`config.mk`:
```
export PLATFORM = sky130hd
export DESIGN_NAME = gamepad_input_conditioner_top
export DESIGN_NICKNAME = d
export VERILOG_FILES = /design/src/rtl/core/gic_pkg.sv /design/src/rtl/core/gic_front.sv /design/src/rtl/core/gic_queue.sv /design/src/rtl/core/gic_back.sv /design/src/rtl/core/gamepad_input_conditioner_top.sv
export VERILOG_INCLUDE_DIRS = /design/src /design/src/rtl/core
export SDC_FILE = /design/constraint.sdc
export NUM_CORES = 2
export LEC_CHECK = 0
export ABC_CLOCK_PERIOD_IN_PS = 13600
export BUFFER_PORTS_ARGS = -buffer_cell sky130_fd_sc_hd__buf_2
export CORE_MARGIN = 2
export CORE_UTILIZATION = 35
export CTS_BUF_LIST = sky130_fd_sc_hd__clkbuf_8
export CTS_CLUSTER_SIZE = 8
export DETAILED_ROUTE_END_ITERATION = 12
export HOLD_SLACK_MARGIN = 0.12
export SETUP_SLACK_MARGIN = 0.05
export SKIP_LAST_GASP = 1
export SYNTH_ARGS = -nofsm -noshare
export SYNTH_HDL_FRONTEND = slang
export SYNTH_SLANG_ARGS = --single-unit
export TNS_END_PERCENT = 100
```
`constraint.sdc`:
```
create_clock -name clk_i -period 13.6 [get_ports clk_i]
set_input_delay 1.36 -clock clk_i [delete_from_list [all_inputs] [get_ports clk_i]]
set_output_delay 1.36 -clock clk_i [all_outputs]
set_load 0.01 [all_outputs]
```
`src/rtl/core/gamepad_input_conditioner_top_assert.svh`:
```
// assertion macros shared by the gamepad input conditioner modules
`ifndef GAMEPAD_INPUT_CONDITIONER_TOP_ASSERT_SVH
`define GAMEPAD_INPUT_CONDITIONER_TOP_ASSERT_SVH

// same-cycle implication, sampled on clk_i, off while rst_ni is low
`define GIC_ASSERT_NOW(lbl, ante, cons, msg) \
  lbl: assert property (@(posedge clk_i) disable iff (!rst_ni) (ante) |-> (cons)) \
    else $error(msg);

// next-cycle implication, sampled on clk_i, off while rst_ni is low
`define GIC_ASSERT_NEXT(lbl, ante, cons, msg) \
  lbl: assert property (@(posedge clk_i) disable iff (!rst_ni) (ante) |=> (cons)) \
    else $error(msg);

`endif

```
`src/rtl/core/gic_pkg.sv`:
```
// types and constants of the gamepad input conditioner
package gic_pkg;

  localparam int unsigned AxisW      = 16;
  localparam int unsigned ButtonW    = 16;
  localparam int unsigned LevelW     = 16;
  localparam int unsigned TimeW      = 16;
  localparam int unsigned TickW      = 10;
  localparam int unsigned AlphaW     = 17;
  localparam int unsigned FracBits   = 16;
  localparam int unsigned NumAxes    = 4;
  localparam int unsigned CmdW       = 2;
  localparam int unsigned CfgIdxW    = 2;
  localparam int unsigned CfgDataW   = 17;
  localparam int unsigned QueueDepth = 2;
  localparam int unsigned QueuePtrW  = 1;
  localparam int unsigned QueueCntW  = 2;

  localparam logic [CmdW-1:0] CmdPoll     = 2'd0;
  localparam logic [CmdW-1:0] CmdSetLeft  = 2'd1;
  localparam logic [CmdW-1:0] CmdSetRight = 2'd2;

  localparam logic [CfgIdxW-1:0] RegAlpha  = 2'd0;
  localparam logic [CfgIdxW-1:0] RegTick   = 2'd1;
  localparam logic [CfgIdxW-1:0] RegWindow = 2'd2;

  localparam logic [AlphaW-1:0] AlphaOne    = 17'd65536;
  localparam logic [AlphaW-1:0] AlphaReset  = 17'd6554;
  localparam logic [TickW-1:0]  TickReset   = 10'd16;
  localparam logic [TimeW-1:0]  WindowReset = 16'd1000;

  localparam int unsigned AxisLeftX  = 0;
  localparam int unsigned AxisLeftY  = 1;
  localparam int unsigned AxisRightX = 2;
  localparam int unsigned AxisRightY = 3;

  typedef enum logic [2:0] {
    OP_POLL,
    OP_LINK_DOWN,
    OP_SET_LEFT,
    OP_SET_RIGHT,
    OP_NOP
  } gic_op_e;

  typedef enum logic [1:0] {
    QUAD_UR,
    QUAD_DR,
    QUAD_DL,
    QUAD_UL
  } gic_quad_e;

  typedef struct packed {
    gic_op_e                          op;
    logic [ButtonW-1:0]               buttons;
    logic [NumAxes-1:0][AxisW-1:0]    axes;
    logic [LevelW-1:0]                amount;
    logic [TimeW-1:0]                 duration;
  } gic_item_t;

  typedef struct packed {
    logic valid;
    logic full;
  } gic_queue_status_t;

endpackage

```
`src/rtl/core/gic_front.sv`:
```
// front end: accepts input words, decodes the command and masks the buttons
module gic_front import gic_pkg::*; #(
  parameter int unsigned ButtonBits = 16
) (
  input  logic                 in_valid_i,
  output logic                 in_ready_o,
  input  logic [CmdW-1:0]      cmd_i,
  input  logic                 connected_i,
  input  logic [ButtonW-1:0]   buttons_i,
  input  logic [AxisW-1:0]     left_stick_x_i,
  input  logic [AxisW-1:0]     left_stick_y_i,
  input  logic [AxisW-1:0]     right_stick_x_i,
  input  logic [AxisW-1:0]     right_stick_y_i,
  input  logic [LevelW-1:0]    rumble_amount_i,
  input  logic [TimeW-1:0]     rumble_time_i,
  input  gic_queue_status_t    queue_status_i,
  output logic                 push_o,
  output gic_item_t            item_o
);

  localparam int unsigned KeptBits = (ButtonBits < ButtonW) ? ButtonBits : ButtonW;

  logic [KeptBits-1:0] btn_kept;
  gic_op_e             op;

  assign btn_kept = buttons_i[KeptBits-1:0];

  always_comb begin
    unique case (cmd_i)
      CmdPoll:     op = connected_i ? OP_POLL : OP_LINK_DOWN;
      CmdSetLeft:  op = OP_SET_LEFT;
      CmdSetRight: op = OP_SET_RIGHT;
      default:     op = OP_NOP;
    endcase
  end

  always_comb begin
    item_o.op                  = op;
    item_o.buttons             = ButtonW'(btn_kept);
    item_o.axes[AxisLeftX]     = left_stick_x_i;
    item_o.axes[AxisLeftY]     = left_stick_y_i;
    item_o.axes[AxisRightX]    = right_stick_x_i;
    item_o.axes[AxisRightY]    = right_stick_y_i;
    item_o.amount              = rumble_amount_i;
    item_o.duration            = rumble_time_i;
  end

  assign in_ready_o = !queue_status_i.full;
  assign push_o     = in_valid_i && in_ready_o;

endmodule

```
`src/rtl/core/gic_queue.sv`:
```
// two-entry queue between the front and back ends
`include "gamepad_input_conditioner_top_assert.svh"

module gic_queue import gic_pkg::*; (
  input  logic              clk_i,
  input  logic              rst_ni,
  input  logic              push_i,
  input  gic_item_t         item_i,
  input  logic              pop_i,
  output gic_item_t         item_o,
  output gic_queue_status_t status_o
);

  gic_item_t            slot_q [QueueDepth];
  logic [QueuePtrW-1:0] wr_ptr_q, wr_ptr_d;
  logic [QueuePtrW-1:0] rd_ptr_q, rd_ptr_d;
  logic [QueueCntW-1:0] cnt_q, cnt_d;

  always_comb begin
    wr_ptr_d = wr_ptr_q;
    rd_ptr_d = rd_ptr_q;
    cnt_d    = cnt_q;
    if (push_i) begin
      wr_ptr_d = wr_ptr_q + 1'b1;
    end
    if (pop_i) begin
      rd_ptr_d = rd_ptr_q + 1'b1;
    end
    if (push_i && !pop_i) begin
      cnt_d = cnt_q + 1'b1;
    end else if (pop_i && !push_i) begin
      cnt_d = cnt_q - 1'b1;
    end
  end

  always_ff @(posedge clk_i or negedge rst_ni) begin
    if (!rst_ni) begin
      wr_ptr_q <= '0;
      rd_ptr_q <= '0;
      cnt_q    <= '0;
    end else begin
      wr_ptr_q <= wr_ptr_d;
      rd_ptr_q <= rd_ptr_d;
      cnt_q    <= cnt_d;
    end
  end

  always_ff @(posedge clk_i) begin
    if (push_i) begin
      slot_q[wr_ptr_q] <= item_i;
    end
  end

  assign item_o         = slot_q[rd_ptr_q];
  assign status_o.valid = (cnt_q != '0);
  assign status_o.full  = (cnt_q == QueueCntW'(QueueDepth));

  `GIC_ASSERT_NOW(a_cnt_bound, 1'b1, cnt_q <= QueueCntW'(QueueDepth), "queue count overflow")
  `GIC_ASSERT_NOW(a_no_push_full, push_i, !status_o.full, "push into full queue")
  `GIC_ASSERT_NEXT(a_pop_drains, pop_i && !push_i, (cnt_q + 1'b1) == $past(cnt_q), "pop lost")

endmodule

```
`src/rtl/core/gic_back.sv`:
```
// back end: button edges, axis filters, rotation gesture, rumble timers, config
`include "gamepad_input_conditioner_top_assert.svh"

module gic_back import gic_pkg::*; #(
  parameter int unsigned ButtonBits = 16
) (
  input  logic                 clk_i,
  input  logic                 rst_ni,
  input  logic                 item_valid_i,
  input  gic_item_t            item_i,
  output logic                 pop_o,
  input  logic                 cfg_we_i,
  input  logic [CfgIdxW-1:0]   cfg_idx_i,
  input  logic [CfgDataW-1:0]  cfg_wdata_i,
  output logic                 out_valid_o,
  input  logic                 out_ready_i,
  output logic                 link_up_o,
  output logic [ButtonW-1:0]   buttons_pressed_o,
  output logic [ButtonW-1:0]   buttons_released_o,
  output logic [AxisW-1:0]     left_x_smooth_o,
  output logic [AxisW-1:0]     left_y_smooth_o,
  output logic [AxisW-1:0]     right_x_smooth_o,
  output logic [AxisW-1:0]     right_y_smooth_o,
  output logic                 rotation_done_o,
  output logic [LevelW-1:0]    left_rumble_o,
  output logic [LevelW-1:0]    right_rumble_o
);

  localparam int unsigned KeptBits = (ButtonBits < ButtonW) ? ButtonBits : ButtonW;
  localparam int unsigned ProdW    = AxisW + AlphaW + 2;
  localparam logic signed [ProdW-1:0] RoundHalf = ProdW'(32'd1 << (FracBits - 1));

  logic [AlphaW-1:0] alpha_q;
  logic [TickW-1:0]  tick_q;
  logic [TimeW-1:0]  window_q;

  logic                out_valid_q, out_valid_d;
  logic                link_q, link_d;
  logic [KeptBits-1:0] prev_q, prev_d;
  logic [KeptBits-1:0] pressed_q, pressed_d;
  logic [KeptBits-1:0] released_q, released_d;
  logic [AxisW-1:0]    axis_q [NumAxes];
  logic [AxisW-1:0]    axis_d [NumAxes];
  gic_quad_e           quad_q, quad_d;
  logic [TimeW-1:0]    gtimer_q, gtimer_d;
  logic [LevelW-1:0]   level_q [2];
  logic [LevelW-1:0]   level_d [2];
  logic [TimeW-1:0]    rtimer_q [2];
  logic [TimeW-1:0]    rtimer_d [2];

  logic [AlphaW-1:0]        alpha_eff;
  logic signed [AlphaW:0]   alpha_s;
  logic signed [AxisW:0]    diff [NumAxes];
  logic signed [ProdW-1:0]  prod [NumAxes];
  logic signed [ProdW-1:0]  shifted [NumAxes];
  logic [AxisW-1:0]         filt [NumAxes];
  logic [KeptBits-1:0]      btn;
  logic signed [AxisW-1:0]  lx, ly;
  logic                     up_right;
  logic [TimeW-1:0]         gtimer_win;

  function automatic logic [TimeW-1:0] sat_sub(logic [TimeW-1:0] t, logic [TickW-1:0] d);
    logic [TimeW-1:0] dx;
    dx = TimeW'(d);
    return (t > dx) ? (t - dx) : '0;
  endfunction

  assign pop_o = item_valid_i && (!out_valid_q || out_ready_i);

  // axis filters: s + round(a * (x - s) / 2^16)
  assign alpha_eff = (alpha_q > AlphaOne) ? AlphaOne : alpha_q;
  assign alpha_s   = $signed({1'b0, alpha_eff});

  always_comb begin
    for (int i = 0; i < NumAxes; i++) begin
      diff[i]    = $signed({item_i.axes[i][AxisW-1], item_i.axes[i]})
                 - $signed({axis_q[i][AxisW-1], axis_q[i]});
      prod[i]    = alpha_s * diff[i];
      shifted[i] = (prod[i] + RoundHalf) >>> FracBits;
      filt[i]    = axis_q[i] + shifted[i][AxisW-1:0];
    end
  end

  assign btn        = item_i.buttons[KeptBits-1:0];
  assign lx         = $signed(item_i.axes[AxisLeftX]);
  assign ly         = $signed(item_i.axes[AxisLeftY]);
  assign up_right   = (lx > 16'sd0) && (ly > 16'sd0);
  assign gtimer_win = up_right ? window_q : gtimer_q;

  always_comb begin
    link_d     = link_q;
    prev_d     = prev_q;
    pressed_d  = pressed_q;
    released_d = released_q;
    axis_d     = axis_q;
    quad_d     = quad_q;
    gtimer_d   = gtimer_q;
    level_d    = level_q;
    rtimer_d   = rtimer_q;
    if (pop_o) begin
      unique case (item_i.op)
        OP_POLL: begin
          link_d     = 1'b1;
          pressed_d  = ~prev_q & btn;
          released_d = prev_q & ~btn;
          prev_d     = btn;
          axis_d     = filt;
          quad_d     = up_right ? QUAD_UR : quad_q;
          gtimer_d   = gtimer_win;
          if (gtimer_win != '0) begin
            gtimer_d = sat_sub(gtimer_win, tick_q);
            if (quad_d == QUAD_UL) begin
              quad_d = QUAD_UR;
            end
            if ((lx > 16'sd0) && (ly <= 16'sd0) && (quad_d == QUAD_UR)) begin
              quad_d = QUAD_DR;
            end
            if ((lx <= 16'sd0) && (ly < 16'sd0) && (quad_d == QUAD_DR)) begin
              quad_d = QUAD_DL;
            end
            if ((lx < 16'sd0) && (ly >= 16'sd0) && (quad_d == QUAD_DL)) begin
              quad_d = QUAD_UL;
            end
          end else begin
            quad_d = QUAD_UR;
          end
          for (int k = 0; k < 2; k++) begin
            if (rtimer_q[k] != '0) begin
              rtimer_d[k] = sat_sub(rtimer_q[k], tick_q);
            end else begin
              level_d[k] = '0;
            end
          end
        end
        OP_LINK_DOWN: begin
          link_d = 1'b0;
        end
        OP_SET_LEFT: begin
          level_d[0]  = item_i.amount;
          rtimer_d[0] = item_i.duration;
        end
        OP_SET_RIGHT: begin
          level_d[1]  = item_i.amount;
          rtimer_d[1] = item_i.duration;
        end
        default: begin
        end
      endcase
    end
  end

  always_comb begin
    out_valid_d = out_valid_q;
    if (pop_o) begin
      out_valid_d = 1'b1;
    end else if (out_ready_i) begin
      out_valid_d = 1'b0;
    end
  end

  always_ff @(posedge clk_i or negedge rst_ni) begin
    if (!rst_ni) begin
      out_valid_q <= 1'b0;
      link_q      <= 1'b0;
      prev_q      <= '0;
      pressed_q   <= '0;
      released_q  <= '0;
      axis_q      <= '{default: '0};
      quad_q      <= QUAD_UR;
      gtimer_q    <= '0;
      level_q     <= '{default: '0};
      rtimer_q    <= '{default: '0};
    end else begin
      out_valid_q <= out_valid_d;
      link_q      <= link_d;
      prev_q      <= prev_d;
      pressed_q   <= pressed_d;
      released_q  <= released_d;
      axis_q      <= axis_d;
      quad_q      <= quad_d;
      gtimer_q    <= gtimer_d;
      level_q     <= level_d;
      rtimer_q    <= rtimer_d;
    end
  end

  always_ff @(posedge clk_i or negedge rst_ni) begin
    if (!rst_ni) begin
      alpha_q  <= AlphaReset;
      tick_q   <= TickReset;
      window_q <= WindowReset;
    end else if (cfg_we_i) begin
      unique case (cfg_idx_i)
        RegAlpha:  alpha_q  <= cfg_wdata_i;
        RegTick:   tick_q   <= cfg_wdata_i[TickW-1:0];
        RegWindow: window_q <= cfg_wdata_i[TimeW-1:0];
        default: begin
        end
      endcase
    end
  end

  assign out_valid_o        = out_valid_q;
  assign link_up_o          = link_q;
  assign buttons_pressed_o  = ButtonW'(pressed_q);
  assign buttons_released_o = ButtonW'(released_q);
  assign left_x_smooth_o    = axis_q[AxisLeftX];
  assign left_y_smooth_o    = axis_q[AxisLeftY];
  assign right_x_smooth_o   = axis_q[AxisRightX];
  assign right_y_smooth_o   = axis_q[AxisRightY];
  assign rotation_done_o    = (quad_q == QUAD_UL);
  assign left_rumble_o      = level_q[0];
  assign right_rumble_o     = level_q[1];

  `GIC_ASSERT_NEXT(a_link_down_holds, pop_o && (item_i.op == OP_LINK_DOWN), !link_q && $stable(gtimer_q) && $stable(pressed_q), "link-down word changed state")
  `GIC_ASSERT_NEXT(a_result_held, out_valid_q && !out_ready_i, out_valid_q && $stable(quad_q) && $stable(gtimer_q) && $stable(prev_q), "waiting result changed")
  `GIC_ASSERT_NEXT(a_gesture_lapsed, pop_o && (item_i.op == OP_POLL) && !up_right && (gtimer_q == '0), quad_q == QUAD_UR, "gesture kept after window")

endmodule

```
`src/rtl/core/gamepad_input_conditioner_top.sv`:
```
// top level of the gamepad input conditioner
// One word is accepted per clock cycle while the queue is not full, and every word gives
// exactly one result word. The front end decodes the command into a two-entry queue, and
// the back end updates all state (button edges, four single-multiplier axis filters,
// gesture and rumble timers) in its registers, which sets the sustained rate of one word
// per cycle while the output is not stalled. The state registers double as the result
// register, so a stalled output only holds the back end while the queue keeps taking
// words until it is full. Configuration writes take effect at the next clock edge.
module gamepad_input_conditioner_top import gic_pkg::*; #(
  parameter int unsigned BUTTON_BITS = 16
) (
  input  logic                 clk_i,
  input  logic                 rst_ni,
  input  logic                 cfg_we_i,
  input  logic [CfgIdxW-1:0]   cfg_idx_i,
  input  logic [CfgDataW-1:0]  cfg_wdata_i,
  input  logic                 in_valid_i,
  output logic                 in_ready_o,
  input  logic [CmdW-1:0]      cmd_i,
  input  logic                 connected_i,
  input  logic [ButtonW-1:0]   buttons_i,
  input  logic [AxisW-1:0]     left_stick_x_i,
  input  logic [AxisW-1:0]     left_stick_y_i,
  input  logic [AxisW-1:0]     right_stick_x_i,
  input  logic [AxisW-1:0]     right_stick_y_i,
  input  logic [LevelW-1:0]    rumble_amount_i,
  input  logic [TimeW-1:0]     rumble_time_i,
  output logic                 out_valid_o,
  input  logic                 out_ready_i,
  output logic                 link_up_o,
  output logic [ButtonW-1:0]   buttons_pressed_o,
  output logic [ButtonW-1:0]   buttons_released_o,
  output logic [AxisW-1:0]     left_x_smooth_o,
  output logic [AxisW-1:0]     left_y_smooth_o,
  output logic [AxisW-1:0]     right_x_smooth_o,
  output logic [AxisW-1:0]     right_y_smooth_o,
  output logic                 rotation_done_o,
  output logic [LevelW-1:0]    left_rumble_o,
  output logic [LevelW-1:0]    right_rumble_o
);

  gic_queue_status_t queue_status;
  gic_item_t         front_item;
  gic_item_t         queue_item;
  logic              push;
  logic              pop;

  gic_front #(
    .ButtonBits(BUTTON_BITS)
  ) u_front (
    .in_valid_i      (in_valid_i),
    .in_ready_o      (in_ready_o),
    .cmd_i           (cmd_i),
    .connected_i     (connected_i),
    .buttons_i       (buttons_i),
    .left_stick_x_i  (left_stick_x_i),
    .left_stick_y_i  (left_stick_y_i),
    .right_stick_x_i (right_stick_x_i),
    .right_stick_y_i (right_stick_y_i),
    .rumble_amount_i (rumble_amount_i),
    .rumble_time_i   (rumble_time_i),
    .queue_status_i  (queue_status),
    .push_o          (push),
    .item_o          (front_item)
  );

  gic_queue u_queue (
    .clk_i    (clk_i),
    .rst_ni   (rst_ni),
    .push_i   (push),
    .item_i   (front_item),
    .pop_i    (pop),
    .item_o   (queue_item),
    .status_o (queue_status)
  );

  gic_back #(
    .ButtonBits(BUTTON_BITS)
  ) u_back (
    .clk_i              (clk_i),
    .rst_ni             (rst_ni),
    .item_valid_i       (queue_status.valid),
    .item_i             (queue_item),
    .pop_o              (pop),
    .cfg_we_i           (cfg_we_i),
    .cfg_idx_i          (cfg_idx_i),
    .cfg_wdata_i        (cfg_wdata_i),
    .out_valid_o        (out_valid_o),
    .out_ready_i        (out_ready_i),
    .link_up_o          (link_up_o),
    .buttons_pressed_o  (buttons_pressed_o),
    .buttons_released_o (buttons_released_o),
    .left_x_smooth_o    (left_x_smooth_o),
    .left_y_smooth_o    (left_y_smooth_o),
    .right_x_smooth_o   (right_x_smooth_o),
    .right_y_smooth_o   (right_y_smooth_o),
    .rotation_done_o    (rotation_done_o),
    .left_rumble_o      (left_rumble_o),
    .right_rumble_o     (right_rumble_o)
  );

endmodule

```
Word-level counts from Yosys, hierarchy flattened

Memories as Yosys holds them, arrays and structs flattened.
Index checks and enable logic that the tools add are counted.

Memory bits (writable): 230
Bits of input ports: 139
Output and inout port bits: 132
Register bits after elaboration: 243
Memories: 1

Multipliers: 4
Muxes and demuxes: 38
Equality and inequality tests: 16
Bitwise gates (word level): 4
Reductions and logical operators: 38
Add/subtract/negate cells: 19
$lt $le $gt $ge: 11

Memory list:

| memory         | depth | width | rd ports | clocked after Yosys merged registers in | write ports | line            | source |
|---|---|---|---|---|---|---|---|
| u_queue.slot_q | 2     | 115   | 1        | 0                                       | 1           | gic_queue.sv:14 | `gic_item_t slot_q [QueueDepth];` |

Operator list:

| kind                     | count |
|---|---|
| $mux W16                 | 9 |
| $add A32 B17 Y32 const B | 4 |
| $mul A18 B17 Y32         | 4 |
| $pmux W16 S2             | 4 |
| $sub A16 B16 Y17         | 4 |
| $add A16 B16 Y16         | 4 |
| $gt A16 B10 Y1           | 3 |
| $reduce_bool A16 Y1      | 3 |
| $sub A16 B10 Y16         | 3 |
| $mux W2                  | 17 |
| $and A16 B16 Y16         | 2 |
| $gt A16 B1 Y1 const B    | 2 |
| $le A16 B1 Y1 const B    | 2 |
| $lt A16 B1 Y1 const B    | 2 |
| $not A16 Y16             | 2 |
| $gt A17 B17 Y1 const B   | 1 |
| $mux W17                 | 1 |
| $ge A16 B1 Y1 const B    | 1 |
| $eq A2 B2 Y1 const B     | 6 |
| $reduce_and A3 Y1        | 4 |
| $reduce_bool A2 Y1       | 6 |
| $logic_and A1 B1 Y1      | 11 |
| $reduce_and A2 Y1        | 5 |
| $pmux W3 S3              | 1 |
| other kinds (14)         | 29 |

Depth between registers and ports, before layout

An unclocked memory read counts as a cell.

Depth in word-level cells: 25
Gate-level depth with buffers: 52
Depth with buffers taken out: 47

Modules after synthesis

From an unflattened synthesis, not the netlist that was laid out.

Cell total of the unflattened synthesis: 6749
Area total of the unflattened synthesis: 62287.2 sq um

By module, submodules not included:

| module    | cells an instance | area each (sq um) | seq. area each (sq um) | times used |
|---|---|---|---|---|
| gic_back  | 6255              | 52741.8           | 5998.3                 | 1 |
| gic_queue | 374               | 8643.3            | 7006.7                 | 1 |
| gic_front | 120               | 902.1             | 0.0                    | 1 |

Least setup slack after synthesis

No wires, ideal clock.

Kind: reg-to-reg
From: register u_queue.rd_ptr_q
To: register u_back.axis_q (netlist bit u_back.right_y_smooth_o[15])
Required time: 13.520 ns
Buffers on the path: 5
Stages on the path, launching flop included: 50
Period minus slack after synthesis: 11.399 ns
Library setup time: 0.080 ns
Data arrival time: 11.319 ns
Path slack: 2.201 ns
Cells stage by stage: dfrtp_1 > buf_2 > buf_2 > buf_2 > buf_1 > buf_1 > mux2i_1 > inv_1 > ha_1 > nor2b_1 > o21a_1 > o21ai_0 > a211o_1 > a31oi_1 > a21o_1 > a21o_1 > and2_1 > o21ai_0 > [14 not listed] > o21a_1 > o21a_1 > o21a_1 > nor2_1 > xnor2_1 > ha_1 > nand3_1 > o211ai_1 > nor4_1 > nor4_1 > nand3b_1 > a31o_2 > a21oi_1 > xnor2_1 > xnor2_1 > xnor3_1 > nor2_2 > xnor2_1

Longest elaborated chain between the ends: 5

RTL lines:

| what                   | line            | source |
|---|---|---|
| start, declared        | gic_queue.sv:16 | `logic [QueuePtrW-1:0] rd_ptr_q, rd_ptr_d;` |
| start signal, assigned | gic_queue.sv:43 | `rd_ptr_q <= rd_ptr_d;` |
| $mem_v2 Z2 W115 *      | -               |  |
| $sub A16 B16 Y17       | gic_back.sv:77  | `- $signed({axis_q[i][AxisW-1], axis_q[i]});` |
| $mul A18 B17 Y32       | gic_back.sv:78  | `prod[i] = alpha_s * diff[i];` |
| $add A32 B17 Y32       | gic_back.sv:79  | `shifted[i] = (prod[i] + RoundHalf) >>> FracBits;` |
| $add A16 B16 Y16       | gic_back.sv:80  | `filt[i] = axis_q[i] + shifted[i][AxisW-1:0];` |
| end signal, assigned   | gic_back.sv:179 | `axis_q <= axis_d;` |
| end, declared          | gic_back.sv:42  | `logic [AxisW-1:0] axis_q [NumAxes];` |

Mark *: on every way between the ends. The rest lies on a longest branch, timed or not.
A chain may end at the register's enable or synchronous reset.

Final worst setup path

From: register u_queue.rd_ptr_q
To: register u_back.axis_q (netlist bit u_back.right_x_smooth_o[15])

Same word-level chain as after synthesis.

==> metrics <==
Iter 0 DRT Violations 2837; Port Buffers 270; RSZ-0062 raised after global routing false; routed vias/inst 5.00; CTS max path bufs 3; Core Util, Final 38.7%; Detailed Place HPWL 134000 microns; Crit path largest cell delay 890 ps; chip width 420 microns; via count 45500; final WL 172000 microns; Post-Synth Adder-Cell Area 42.1%; Hold Violations, Final 0; Highest Signal Layer met5; WL met3 11800 microns; hold slack 463 ps; PostCTS Resize Cnt 0; clock-pin slew on the worst setup and hold paths 60 ps; Overflow after GRT 0; share of layout cells above drive strength 1 10.2%; Mapped Cells 6511; Inserted Clock Buffers 77; Final nets 8366; Post-synth EDFFs 230; Worst Path Max Fanout 40; Worst Hold Class reg -> reg; Final Wtd Congestion 0.883; worst-margin pin slew 1270 ps; TritonCTS sink count 473; Syn Nets 8143; Hold-fix buffers, CTS 0; initial antenna violation count 17; router iterations before antenna repair 6; drt drc 0; most used cell, CP fa_1; hold path start u_back.prev_q[10]; non-filler cells, final 9108; Largest delay share family, worst path adder cells; final setup violating endpoints 0; list of most frequent post-synthesis cells inv_1, nand2_1, fa_1; row count 152; outcome complete, no violations; Final min period 11890 ps; largest cells by area after synthesis fa_1, ha_1, edfxtp_1; largest net degree at the start of global routing 94; Yosys top cell area share 30.0%; WL met2 81600 microns; mapped cell area 60600 sq um; hold path endpoint u_back.buttons_pressed_o[10]; Max Clk Rate 84.1 MHz; max_slew headroom 15.5%; routed metal-1 wirelength 71400 microns; die area 176000 sq um; Synth Register Bits 473; GRT Overall Usage 20.1%; Hold Path Stages 1; worst skew pair latency 720 ps; Synth Area in Simple Gates 14.0%; Crit. End Element register; Seq/Total Area, Yosys 21.5%; root buffer cell clkbuf_8; Startpoint Class register; most common cell in the netlist inv_1; postcts setup bufs 0; number of global-route vias before repair 48900; Worst EP required 14230 ps; xor and xnor area share after synthesis 3.12%; Post-synth top flop edfxtp_1; area fraction in compound gates after synthesis 6.60%; placed insts 8965; antenna viol nets, final 0; Async SR Flop Fraction 51.4%; Die Y 420 microns; reg2reg setup slack 1710 ps; Setup TNS Final 0 ps; post-synthesis mux area share 3.02%; largest family of logic cells by synthesized area adder cells; Arr. time, crit path 12520 ps; Fillers 17200; CP bufs+invs 3; Slew Limit Fails 0; MaxCap Viol Count 0; YS warnings 0; Worst Setup SP u_queue.rd_ptr_q; Layout area overhead 9.72%; unique cell type count in the Yosys netlist 92; Final Skew 68.3 ps; Setup CP Type reg -> reg; slowest CP cell dfrtp_4; H-Tree Depth 3; CTS tree built; mean post-synth cell area 9.31 sq um; Worst R2R Path Depth 44; first-pass GRT wire length 276000 microns; initial core utilization 35.3%; Synth area leader fa_1; endpoint of the worst register-to-register path u_back.right_x_smooth_o[15]; IO Count 271; core box area 172000 sq um; worst r2r src u_queue.rd_ptr_q; wire length per cell 18.9 microns; final period utilization 87.4%
## how the worst max path moves through the flow
stage / slack, ps / depth (start not counted) / to
floorplan: 2200 / 49 / u_back.right_y_smooth_o[15]
global placement: 2030 / 44 / u_back.right_x_smooth_o[15]
detailed placement: 1790 / 44 / u_back.right_x_smooth_o[15]
CTS: 1730 / 44 / u_back.right_x_smooth_o[15]
global route: 970 / 44 / u_back.right_x_smooth_o[15]
finish: 1710 / 44 / u_back.right_x_smooth_o[15]
## flip-flops by register name, indices dropped and copies added, names as in the netlist, 2 cells and up
signal / count
u_back.alpha_q: 17
u_back.buttons_pressed_o: 16
u_back.tick_q: 10
u_back.prev_q: 16
u_back.quad_q: 2
u_back.right_y_smooth_o: 16
u_back.right_rumble_o: 16
u_back.rtimer_q: 32
u_back.left_y_smooth_o: 16
u_back.right_x_smooth_o: 16
u_back.gtimer_q: 16
u_back.window_q: 16
u_queue.slot_q: 230
u_back.left_rumble_o: 16
u_back.buttons_released_o: 16
u_back.left_x_smooth_o: 16
u_queue.cnt_q: 2
## routing by layer
layer  track usage, %  vias to the layer above
met5                0                        -
li1                 -                    20700
met1             25.4                    23100
met2             33.7                     1378
met4             7.65                       24
met3             3.88                      327
## logic make-up after synthesis
group | after synthesis
buffers and inverters | 1566
multiplexers | 168
XOR/XNOR | 208
flip-flops | 473
AND/OR/NAND/NOR | 1980
adder cells (fa/ha/maj) | 1493
AO/OA/AOI/OAI | 623
## metrics by stage
stage	area, sq um	worst slack [ps]
final	66500	1710
after global routing	66500	970
after CTS	66500	1730
after detailed placement	65000	1790
after global placement	65000	2030
after floorplan	60600	2200
## placed cells by master, fill, tap and decap left out, types with 11 or more instances in the layout
cell	n
a211oi_1	17
nor2_1	570
or2_2	20
nand3_1	63
o31ai_1	25
ha_1	586
o21a_1	28
nand3b_1	15
and2_1	90
inv_1	1362
buf_2	269
a21o_1	43
and3_1	20
clkbuf_8	81
nor2b_4	11
a21oi_1	125
dfrtp_1	227
xor2_1	51
xnor2_1	145
buf_4	115
fa_1	907
mux2_2	119
or3_1	22
nor2b_1	30
nor4_1	32
a31oi_1	20
a22oi_1	12
o21ai_0	200
nand4_1	16
o211ai_1	11
nand2b_1	34
nor3_1	74
dfstp_2	14
nand2_1	949
o21bai_1	26
a21boi_0	11
edfxtp_1	230
mux2i_1	49
## cell type report
type                       instances  area [sq um]  share of cell area [%]
antenna                            2          5.00                 0.00753
inverter                        1325          4970                    7.48
timing repair buffer             385          2220                    3.35
clock buffer                      81          1110                    1.68
sequential                       473         13000                    19.6
clock inverter                    60           373                   0.561
multi-input combinational       4472         41900                    63.0
tap                             2310          2890                    4.35
Power is not shown: default switching activity piles up to over one toggle a cycle in this logic, so the estimate is an artifact.
